**src/rtl/etcp_pkg.sv**
```systemverilog
// Shared constants and controller/datapath interface types for the EEPROM
// transfer chunk planner. No dependencies.
package etcp_pkg;

  localparam int unsigned PageBytes   = 128;
  localparam int unsigned PageAw      = $clog2(PageBytes);
  localparam int unsigned BlockAw     = 16;
  localparam int unsigned MaxTransfer = 4096;
  localparam int unsigned MaxResults  = 64;
  localparam int unsigned LenW        = 13;
  localparam int unsigned CbW         = 8;
  localparam int unsigned CntW        = $clog2(MaxResults);
  localparam int unsigned BlkW        = 3;
  localparam int unsigned LastBlock   = 3;
  localparam int unsigned LimitReset  = 256;

  // Controller to datapath
  typedef struct packed {
    logic load;
    logic calc;
    logic emit_chunk;
    logic emit_err;
  } etcp_cmd_t;

  // Datapath to controller
  typedef struct packed {
    logic len_zero;
    logic start_err;
    logic block_over;
    logic cut_err;
    logic last_chunk;
    logic out_free;
  } etcp_status_t;

endpackage

```
**src/rtl/etcp_ctrl.sv**
```systemverilog
// Sequencing state machine of the chunk planner.
// Depends on etcp_pkg for the command and status structs.
module etcp_ctrl import etcp_pkg::*; (
  input  logic         clk_i,
  input  logic         rst_ni,
  input  logic         in_valid_i,
  output logic         in_ready_o,
  input  etcp_status_t status_i,
  output etcp_cmd_t    cmd_o
);

  typedef enum logic [2:0] {
    S_IDLE,
    S_CHECK,
    S_CALC,
    S_EMIT,
    S_ERR
  } state_e;

  state_e state_q, state_d;

  assign in_ready_o = (state_q == S_IDLE);

  always_comb begin
    cmd_o            = '0;
    state_d          = state_q;
    case (state_q)
      S_IDLE: begin
        if (in_valid_i) begin
          cmd_o.load = 1'b1;
          state_d    = S_CHECK;
        end
      end
      S_CHECK: begin
        if (status_i.len_zero) begin
          state_d = S_IDLE;
        end else if (status_i.start_err) begin
          state_d = S_ERR;
        end else begin
          state_d = S_CALC;
        end
      end
      S_CALC: begin
        if (status_i.block_over) begin
          state_d = S_ERR;
        end else begin
          cmd_o.calc = 1'b1;
          state_d    = S_EMIT;
        end
      end
      S_EMIT: begin
        // hold until the output word slot frees up
        if (status_i.out_free) begin
          if (status_i.cut_err) begin
            cmd_o.emit_err = 1'b1;
            state_d        = S_IDLE;
          end else begin
            cmd_o.emit_chunk = 1'b1;
            state_d          = status_i.last_chunk ? S_IDLE : S_CALC;
          end
        end
      end
      S_ERR: begin
        if (status_i.out_free) begin
          cmd_o.emit_err = 1'b1;
          state_d        = S_IDLE;
        end
      end
      default: begin
        state_d = S_IDLE;
      end
    endcase
  end

  always_ff @(posedge clk_i or negedge rst_ni) begin
    if (!rst_ni) begin
      state_q <= S_IDLE;
    end else begin
      state_q <= state_d;
    end
  end

endmodule

```
**src/rtl/etcp_datapath.sv**
```systemverilog
// Request registers, chunk sizing, address advance and output word register.
// Depends on etcp_pkg for constants and the command and status structs.
module etcp_datapath import etcp_pkg::*; (
  input  logic                  clk_i,
  input  logic                  rst_ni,
  input  logic                  cfg_we_i,
  input  logic [LenW-1:0]       cfg_wdata_i,
  input  logic                  in_cmd_i,
  input  logic [CbW-1:0]        in_control_i,
  input  logic [BlockAw-1:0]    in_address_i,
  input  logic [LenW-1:0]       in_length_i,
  input  etcp_cmd_t             cmd_i,
  output etcp_status_t          status_o,
  output logic                  out_valid_o,
  input  logic                  out_ready_i,
  output logic [CbW-1:0]        out_control_o,
  output logic [BlockAw-1:0]    out_address_o,
  output logic [LenW-1:0]       out_length_o,
  output logic                  out_error_o,
  output logic                  out_last_o
);

  localparam logic [BlockAw:0] BlockSize = (BlockAw + 1)'(1) << BlockAw;

  logic [LenW-1:0]    limit_q;
  logic               is_read_q;
  logic [CbW-1:0]     cb_q;
  logic [1:0]         dev_q;
  logic [BlkW-1:0]    block_q;
  logic [BlockAw-1:0] addr_q;
  logic [LenW-1:0]    rem_q;
  logic [LenW-1:0]    chunk_q;
  logic [CntW-1:0]    count_q;

  logic               out_valid_q;
  logic [CbW-1:0]     out_control_q;
  logic [BlockAw-1:0] out_address_q;
  logic [LenW-1:0]    out_length_q;
  logic               out_error_q;
  logic               out_last_q;

  logic [LenW-1:0]    lim;
  logic [BlockAw:0]   room_rd;
  logic [LenW-1:0]    rd_fit;
  logic [LenW-1:0]    rd_chunk;
  logic [PageAw:0]    room_wr;
  logic [LenW-1:0]    wr_chunk;
  logic [LenW-1:0]    chunk_d;
  logic [BlockAw:0]   addr_sum;
  logic [BlockAw:0]   end_sum;
  logic [BlkW-1:0]    block_d;
  logic [CbW-1:0]     cb_d;

  // chunk sizing: reads stop at the block end and the chunk limit, writes at the page end
  always_comb begin
    lim      = (limit_q == '0) ? LenW'(1) : limit_q;
    room_rd  = BlockSize - {1'b0, addr_q};
    rd_fit   = ((BlockAw + 1)'(rem_q) < room_rd) ? rem_q : room_rd[LenW-1:0];
    rd_chunk = (rd_fit > lim) ? lim : rd_fit;
    room_wr  = (PageAw + 1)'(PageBytes) - {1'b0, addr_q[PageAw-1:0]};
    wr_chunk = (rem_q < LenW'(room_wr)) ? rem_q : LenW'(room_wr);
    chunk_d  = is_read_q ? rd_chunk : wr_chunk;
  end

  // advance: a carry out of the address moves to the next block at address zero
  always_comb begin
    addr_sum = {1'b0, addr_q} + (BlockAw + 1)'(chunk_q);
    block_d  = block_q + BlkW'(addr_sum[BlockAw]);
    cb_d     = {cb_q[CbW-1:4], 4'b0000} | {2'b00, block_d, 3'b000} | {5'b00000, dev_q, 1'b0};
    end_sum  = {1'b0, addr_q} + (BlockAw + 1)'(rem_q);
  end

  always_comb begin
    status_o.len_zero   = (rem_q == '0);
    status_o.start_err  = (rem_q > LenW'(MaxTransfer)) || (block_q[0] && (end_sum > BlockSize));
    status_o.block_over = (block_q > BlkW'(LastBlock));
    status_o.cut_err    = (count_q == CntW'(MaxResults - 1)) && (chunk_q < rem_q);
    status_o.last_chunk = (chunk_q == rem_q);
    status_o.out_free   = !out_valid_q || out_ready_i;
  end

  always_ff @(posedge clk_i or negedge rst_ni) begin
    if (!rst_ni) begin
      limit_q <= LenW'(LimitReset);
    end else if (cfg_we_i) begin
      limit_q <= cfg_wdata_i;
    end
  end

  always_ff @(posedge clk_i or negedge rst_ni) begin
    if (!rst_ni) begin
      count_q <= '0;
    end else if (cmd_i.load) begin
      count_q <= '0;
    end else if (cmd_i.emit_chunk) begin
      count_q <= count_q + CntW'(1);
    end
  end

  always_ff @(posedge clk_i) begin
    if (cmd_i.load) begin
      is_read_q <= in_cmd_i;
      cb_q      <= in_control_i;
      dev_q     <= in_control_i[2:1];
      block_q   <= {{(BlkW - 1){1'b0}}, in_control_i[3]};
      addr_q    <= in_address_i;
      rem_q     <= in_length_i;
    end else if (cmd_i.emit_chunk) begin
      rem_q   <= rem_q - chunk_q;
      addr_q  <= addr_sum[BlockAw-1:0];
      block_q <= block_d;
      cb_q    <= cb_d;
    end
    if (cmd_i.calc) begin
      chunk_q <= chunk_d;
    end
  end

  always_ff @(posedge clk_i or negedge rst_ni) begin
    if (!rst_ni) begin
      out_valid_q <= 1'b0;
    end else if (cmd_i.emit_chunk || cmd_i.emit_err) begin
      out_valid_q <= 1'b1;
    end else if (out_ready_i) begin
      out_valid_q <= 1'b0;
    end
  end

  always_ff @(posedge clk_i) begin
    if (cmd_i.emit_chunk || cmd_i.emit_err) begin
      out_control_q <= cb_q;
      out_address_q <= addr_q;
      out_length_q  <= cmd_i.emit_err ? '0 : chunk_q;
      out_error_q   <= cmd_i.emit_err;
      out_last_q    <= cmd_i.emit_err || status_o.last_chunk;
    end
  end

  assign out_valid_o   = out_valid_q;
  assign out_control_o = out_control_q;
  assign out_address_o = out_address_q;
  assign out_length_o  = out_length_q;
  assign out_error_o   = out_error_q;
  assign out_last_o    = out_last_q;

endmodule

```
**src/rtl/eeprom_transfer_chunk_planner_top.sv**
```systemverilog
// Top level of the EEPROM transfer chunk planner: stream ports, word packing,
// controller and datapath. Depends on etcp_pkg, etcp_ctrl and etcp_datapath.
//
// Usage:
//   The slave stream takes one transfer request per word: tuser carries the
//   direction (0 write, 1 read), tdata the control byte, start address and
//   length. The master stream returns one word per bus transaction: control
//   byte, address and byte count in tdata, the error flag in tuser, and tlast
//   on the final word of the request. An error word has a zero count.
//   The chunk limit register is written through cfg_we_i / cfg_wdata_i while
//   no request is in flight; zero acts as one.
// Timing:
//   A request is taken only while the sequencer is idle. After acceptance the
//   request is checked, then each chunk is sized, then emitted while the
//   address advances. A zero-length request returns to idle with no result; a
//   rejected request yields its error word. When the receiver stalls, the
//   output word holds and the sequencer waits in its emit step. Reset empties
//   the output register, returns the sequencer to idle and sets the chunk
//   limit to 256.
module eeprom_transfer_chunk_planner_top import etcp_pkg::*; (
  input  logic               clk_i,
  input  logic               rst_ni,
  input  logic               cfg_we_i,
  input  logic [LenW-1:0]    cfg_wdata_i,
  input  logic               s_tvalid_i,
  output logic               s_tready_o,
  input  logic [39:0]        s_tdata_i,  // control_byte[7:0], start_address[23:8],
                                         // transfer_length[36:24], zeros[39:37]
  input  logic [0:0]         s_tuser_i,  // cmd[0]
  output logic               m_tvalid_o,
  input  logic               m_tready_i,
  output logic [39:0]        m_tdata_o,  // chunk_control[7:0], chunk_address[23:8],
                                         // chunk_length[36:24], zeros[39:37]
  output logic [0:0]         m_tuser_o,  // error_flag[0]
  output logic               m_tlast_o
);

  etcp_cmd_t          cmd;
  etcp_status_t       status;
  logic [CbW-1:0]     out_control;
  logic [BlockAw-1:0] out_address;
  logic [LenW-1:0]    out_length;
  logic               out_error;

  etcp_ctrl u_ctrl (
    .clk_i      (clk_i),
    .rst_ni     (rst_ni),
    .in_valid_i (s_tvalid_i),
    .in_ready_o (s_tready_o),
    .status_i   (status),
    .cmd_o      (cmd)
  );

  etcp_datapath u_datapath (
    .clk_i         (clk_i),
    .rst_ni        (rst_ni),
    .cfg_we_i      (cfg_we_i),
    .cfg_wdata_i   (cfg_wdata_i),
    .in_cmd_i      (s_tuser_i[0]),
    .in_control_i  (s_tdata_i[7:0]),
    .in_address_i  (s_tdata_i[23:8]),
    .in_length_i   (s_tdata_i[36:24]),
    .cmd_i         (cmd),
    .status_o      (status),
    .out_valid_o   (m_tvalid_o),
    .out_ready_i   (m_tready_i),
    .out_control_o (out_control),
    .out_address_o (out_address),
    .out_length_o  (out_length),
    .out_error_o   (out_error),
    .out_last_o    (m_tlast_o)
  );

  assign m_tdata_o = {3'b000, out_length, out_address, out_control};
  assign m_tuser_o = out_error;

  // an error word always ends the request and carries no bytes
  a_err_word: assert property (@(posedge clk_i) disable iff (!rst_ni)
    (m_tvalid_o && m_tuser_o[0]) |-> (m_tlast_o && (m_tdata_o[36:24] == '0)))
    else $error("error word without tlast or with nonzero count");

  // a regular chunk never has a zero count
  a_chunk_nonzero: assert property (@(posedge clk_i) disable iff (!rst_ni)
    (m_tvalid_o && !m_tuser_o[0]) |-> (m_tdata_o[36:24] != '0))
    else $error("chunk word with zero count");

  // one request at a time: no second accept right after one
  a_one_at_a_time: assert property (@(posedge clk_i) disable iff (!rst_ni)
    (s_tvalid_i && s_tready_o) |=> !s_tready_o)
    else $error("request accepted while previous one still in flight");

endmodule
```
**config.mk**
```make
export PLATFORM = sky130hd
export DESIGN_NAME = eeprom_transfer_chunk_planner_top
export DESIGN_NICKNAME = d
export VERILOG_FILES = /design/src/rtl/etcp_pkg.sv /design/src/rtl/etcp_ctrl.sv /design/src/rtl/etcp_datapath.sv /design/src/rtl/eeprom_transfer_chunk_planner_top.sv
export SDC_FILE = /design/constraint.sdc
export NUM_CORES = 1
export LEC_CHECK = 0
export BUFFER_PORTS_ARGS = -buffer_cell sky130_fd_sc_hd__buf_2
export CAP_MARGIN = 30
export CORE_MARGIN = 5
export CORE_UTILIZATION = 55
export DETAILED_ROUTE_END_ITERATION = 12
export GPL_TIMING_DRIVEN = 0
export HOLD_SLACK_MARGIN = 0.03
export PLACE_DENSITY = 0.82
export SLEW_MARGIN = 10
export SYNTH_ARGS = -nofsm -noshare
export SYNTH_HDL_FRONTEND = slang
export SYNTH_SLANG_ARGS = --single-unit
export TNS_END_PERCENT = 50
```
**constraint.sdc**
```tcl
create_clock -name clk_i -period 6.6 [get_ports clk_i]
set_clock_uncertainty 0.2 [all_clocks]
set_input_delay 1.32 -clock clk_i [delete_from_list [all_inputs] [get_ports clk_i]]
set_output_delay 1.32 -clock clk_i [all_outputs]
set_load 0.02 [all_outputs]
```
==> impl_metrics.yaml <==
detailed_routing:
  route.vias.total: 6766
  routed_via_density: 5.93
  wl_per_cell_um: 18.5
  first_pass_iters: 6
  ant_nets: 0
  drt_drc_violations_left: 0
  wirelength_um: 21100
  drt_iter0_markers: 687
worst_setup_path:
  worstPathMaxFanout: 10
  startpoint: "u_datapath.addr_q[5]"
  r2r_start: "u_datapath.addr_q[5]"
  arrival_ps: 6040
  worstSetupEndpoint: "u_datapath.chunk_q[0]"
  crit_type: "register to register"
  required_ps: 6550
  cp-start-kind: "register"
  r2r_slack_ps: 510
  end_kind: "register"
  worst-r2r-cell-count: 21
  r2r_end: "u_datapath.chunk_q[0]"
placement:
  hpwl_um: 15800
  dpl.cell_count: 1108
  port_buffers: 95
  place_congestion: 0.945
cts:
  cts_buffer_depth: 2
  cts_root_buf: "clkbuf_16"
  cts_resized: 0
  worstSkewPairLatency_ps: 430
  postCtsSetupRepairBufs: 0
  clk_transition_reported_paths_ps: 60
  cts_made_buffers: 17
  cts_hold_buffers: 0
  cts_tree: "done"
  cts.sinks: 117
  cts_htree_levels: 4
global_routing:
  grt_start_max_net_pins: 33
  grt_use_total: 0.256
  grt_pass1_vias: 6475
  grt_pass1_wl_um: 32900
  grt_overflow_total: 0
  antenna_found_initial: 0
final_layout:
  nets: 1080
  final_common_cell: "nand2_1"
  drive_above_1_share: 0.162
  area_growth_syn_to_layout_pct: 17.6
  final_cell_mix: "nand2_1 (103), buf_2 (96), edfxtp_1 (92)"
  finalNonFillerCells: 1141
  num_antenna_cells: 0
timing:
  hold_violations: 0
  tightest_slew_ps: 922
  setup_viol: 0
  maxSlewViolCount: 0
  fmax_mhz: 164
  period_share: 0.923
  relSlewSlack: 0.380
  fin_crit_ps: 6090
  rsz0062_at_grt: "no"
floorplan:
  dieWidth_um: 130
  pin_count: 103
  dieArea_um2: 16900
  coreArea_um2: 14000
  start_util: 0.565
  rows: 43
  die_h_um: 130
status:
  outcome: "complete, no violations"
synth:
  ys_seq_area_frac: 0.427
  synth_top_area_frac: 0.349
  synthArstFlopShare: 0.197
  yosysTopAreaCell: "edfxtp_1"
  synth_area_leaders: "edfxtp_1 (35%), ha_1 (11%), dfrtp_1 (7.0%)"
  yosysWarnings: 0
  synth_flop_cell: "edfxtp_1"
  ys_ff_latch: 117
  netlist_area_um2: 7910
  netlist_instances: 828
  synth-edff-count: 92
  avgSynthCellArea_um2: 9.55
  ys_types: 68
run:
  drv_cap: 0
worst_hold_path:
  hp-class: "register to register"
  hold_depth: 0
## cells by family (layout without fill, tap and decap cells)
kind of cell,Yosys count,after routing,share of synthesized area
simple gates,289,289,0.180
flops,117,117,0.427
fa+ha+maj,73,73,0.118
buf+inv,86,217,0.0434
xor+xnor,32,32,0.0354
compound gates,220,220,0.182
mux,10,10,0.0128
other cells,1,3,0.000474
## synth_stat cells (7+ instances only)
cell type / number
a21oi_1: 46
mux2i_1: 9
o21ai_0: 57
and2_1: 17
o211ai_1: 11
or3_1: 9
inv_1: 59
nand2b_1: 9
a211oi_1: 8
nand2_1: 103
edfxtp_1: 92
nor4_1: 15
clkbuf_1: 20
nand3_1: 23
nor3_1: 13
ha_1: 70
o31ai_1: 8
nor2b_1: 15
xnor2_1: 15
nor3b_1: 7
nor2_1: 51
a21o_1: 16
o2111ai_1: 7
o21ai_1: 12
xor2_1: 17
dfrtp_1: 22
o21a_1: 12
## worst min path at each step
stage               slack, ps                           to               start
floorplan                 200  u_datapath.out_control_o[0]  u_datapath.cb_q[0]
global placement          200  u_datapath.out_control_o[6]  u_datapath.cb_q[6]
detailed placement        210  u_datapath.out_control_o[2]  u_datapath.cb_q[2]
CTS                       220  u_datapath.out_control_o[2]  u_datapath.cb_q[2]
global route              240  u_datapath.out_control_o[2]  u_datapath.cb_q[2]
finish                    220  u_datapath.out_control_o[1]  u_datapath.cb_q[1]
## metal layers
| layer | part of all wire | up-vias | track usage |
|---|---|---|---|
| met5 | 0 | - | 0 |
| met4 | 0.035 | 0 | 0.111 |
| met3 | 0.087 | 51 | 0.0630 |
| met2 | 0.47 | 318 | 0.423 |
| met1 | 0.41 | 3109 | 0.321 |
| li1 | - | 3288 | - |
## final cells by class
type                       instances  area (um^2)
fill                            1118         4690
multi-input combinational        627         4220
sequential                       117         3380
timing repair buffer              99          546
clock buffer                      17          425
inverter                          60          225
tap                              180          225
clock inverter                    15          158
buffer                            26          118
## sequential cells by signal (all words and copies together), names as in the netlist
name	count
u_ctrl.state_q	3
u_datapath.out_control_o	8
u_datapath.is_read_q	1
u_datapath.out_error_o	1
u_datapath.out_valid_o	1
u_datapath.out_length_o	13
u_datapath.addr_q	16
u_datapath.limit_q	13
u_datapath.count_q	6
u_datapath.block_q	2
u_datapath.chunk_q	13
u_datapath.cb_q	8
u_datapath.out_address_o	16
u_datapath.out_last_o	1
u_datapath.rem_q	13
u_datapath.dev_q	2
## critical path, stage by stage, from the launching register on
cell and delay [ps]:
edfxtp_1 520, nor4_4 450, nand3_1 190, nor4_1 260
xnor2_1 160, inv_1 80, ha_1 290, a21o_1 180
a211oi_1 390, nand2_1 130, o21ai_2 380, buf_2 290
nand2_1 70, o21ai_1 170, ha_1 300, a21o_1 190
a21o_1 180, a21oi_1 300, nor3b_2 500, or2_2 200
buf_1 260, a31oi_1 140
## metrics by stage
stage	TNS (ps)	setup WS, ps	hold slack [ps]	area [um^2]	util
finish	0	509	220	9300	0.665
global route	0	15.6	237	9300	0.665
CTS	0	148	220	9280	0.663
detailed placement	0	187	206	8690	0.622
global placement	-13190	-380	202	8620	0.616
floorplan	0	1240	200	7920	-
Power is not shown: default switching activity piles up to over one toggle a cycle in this logic, so the estimate is an artifact.
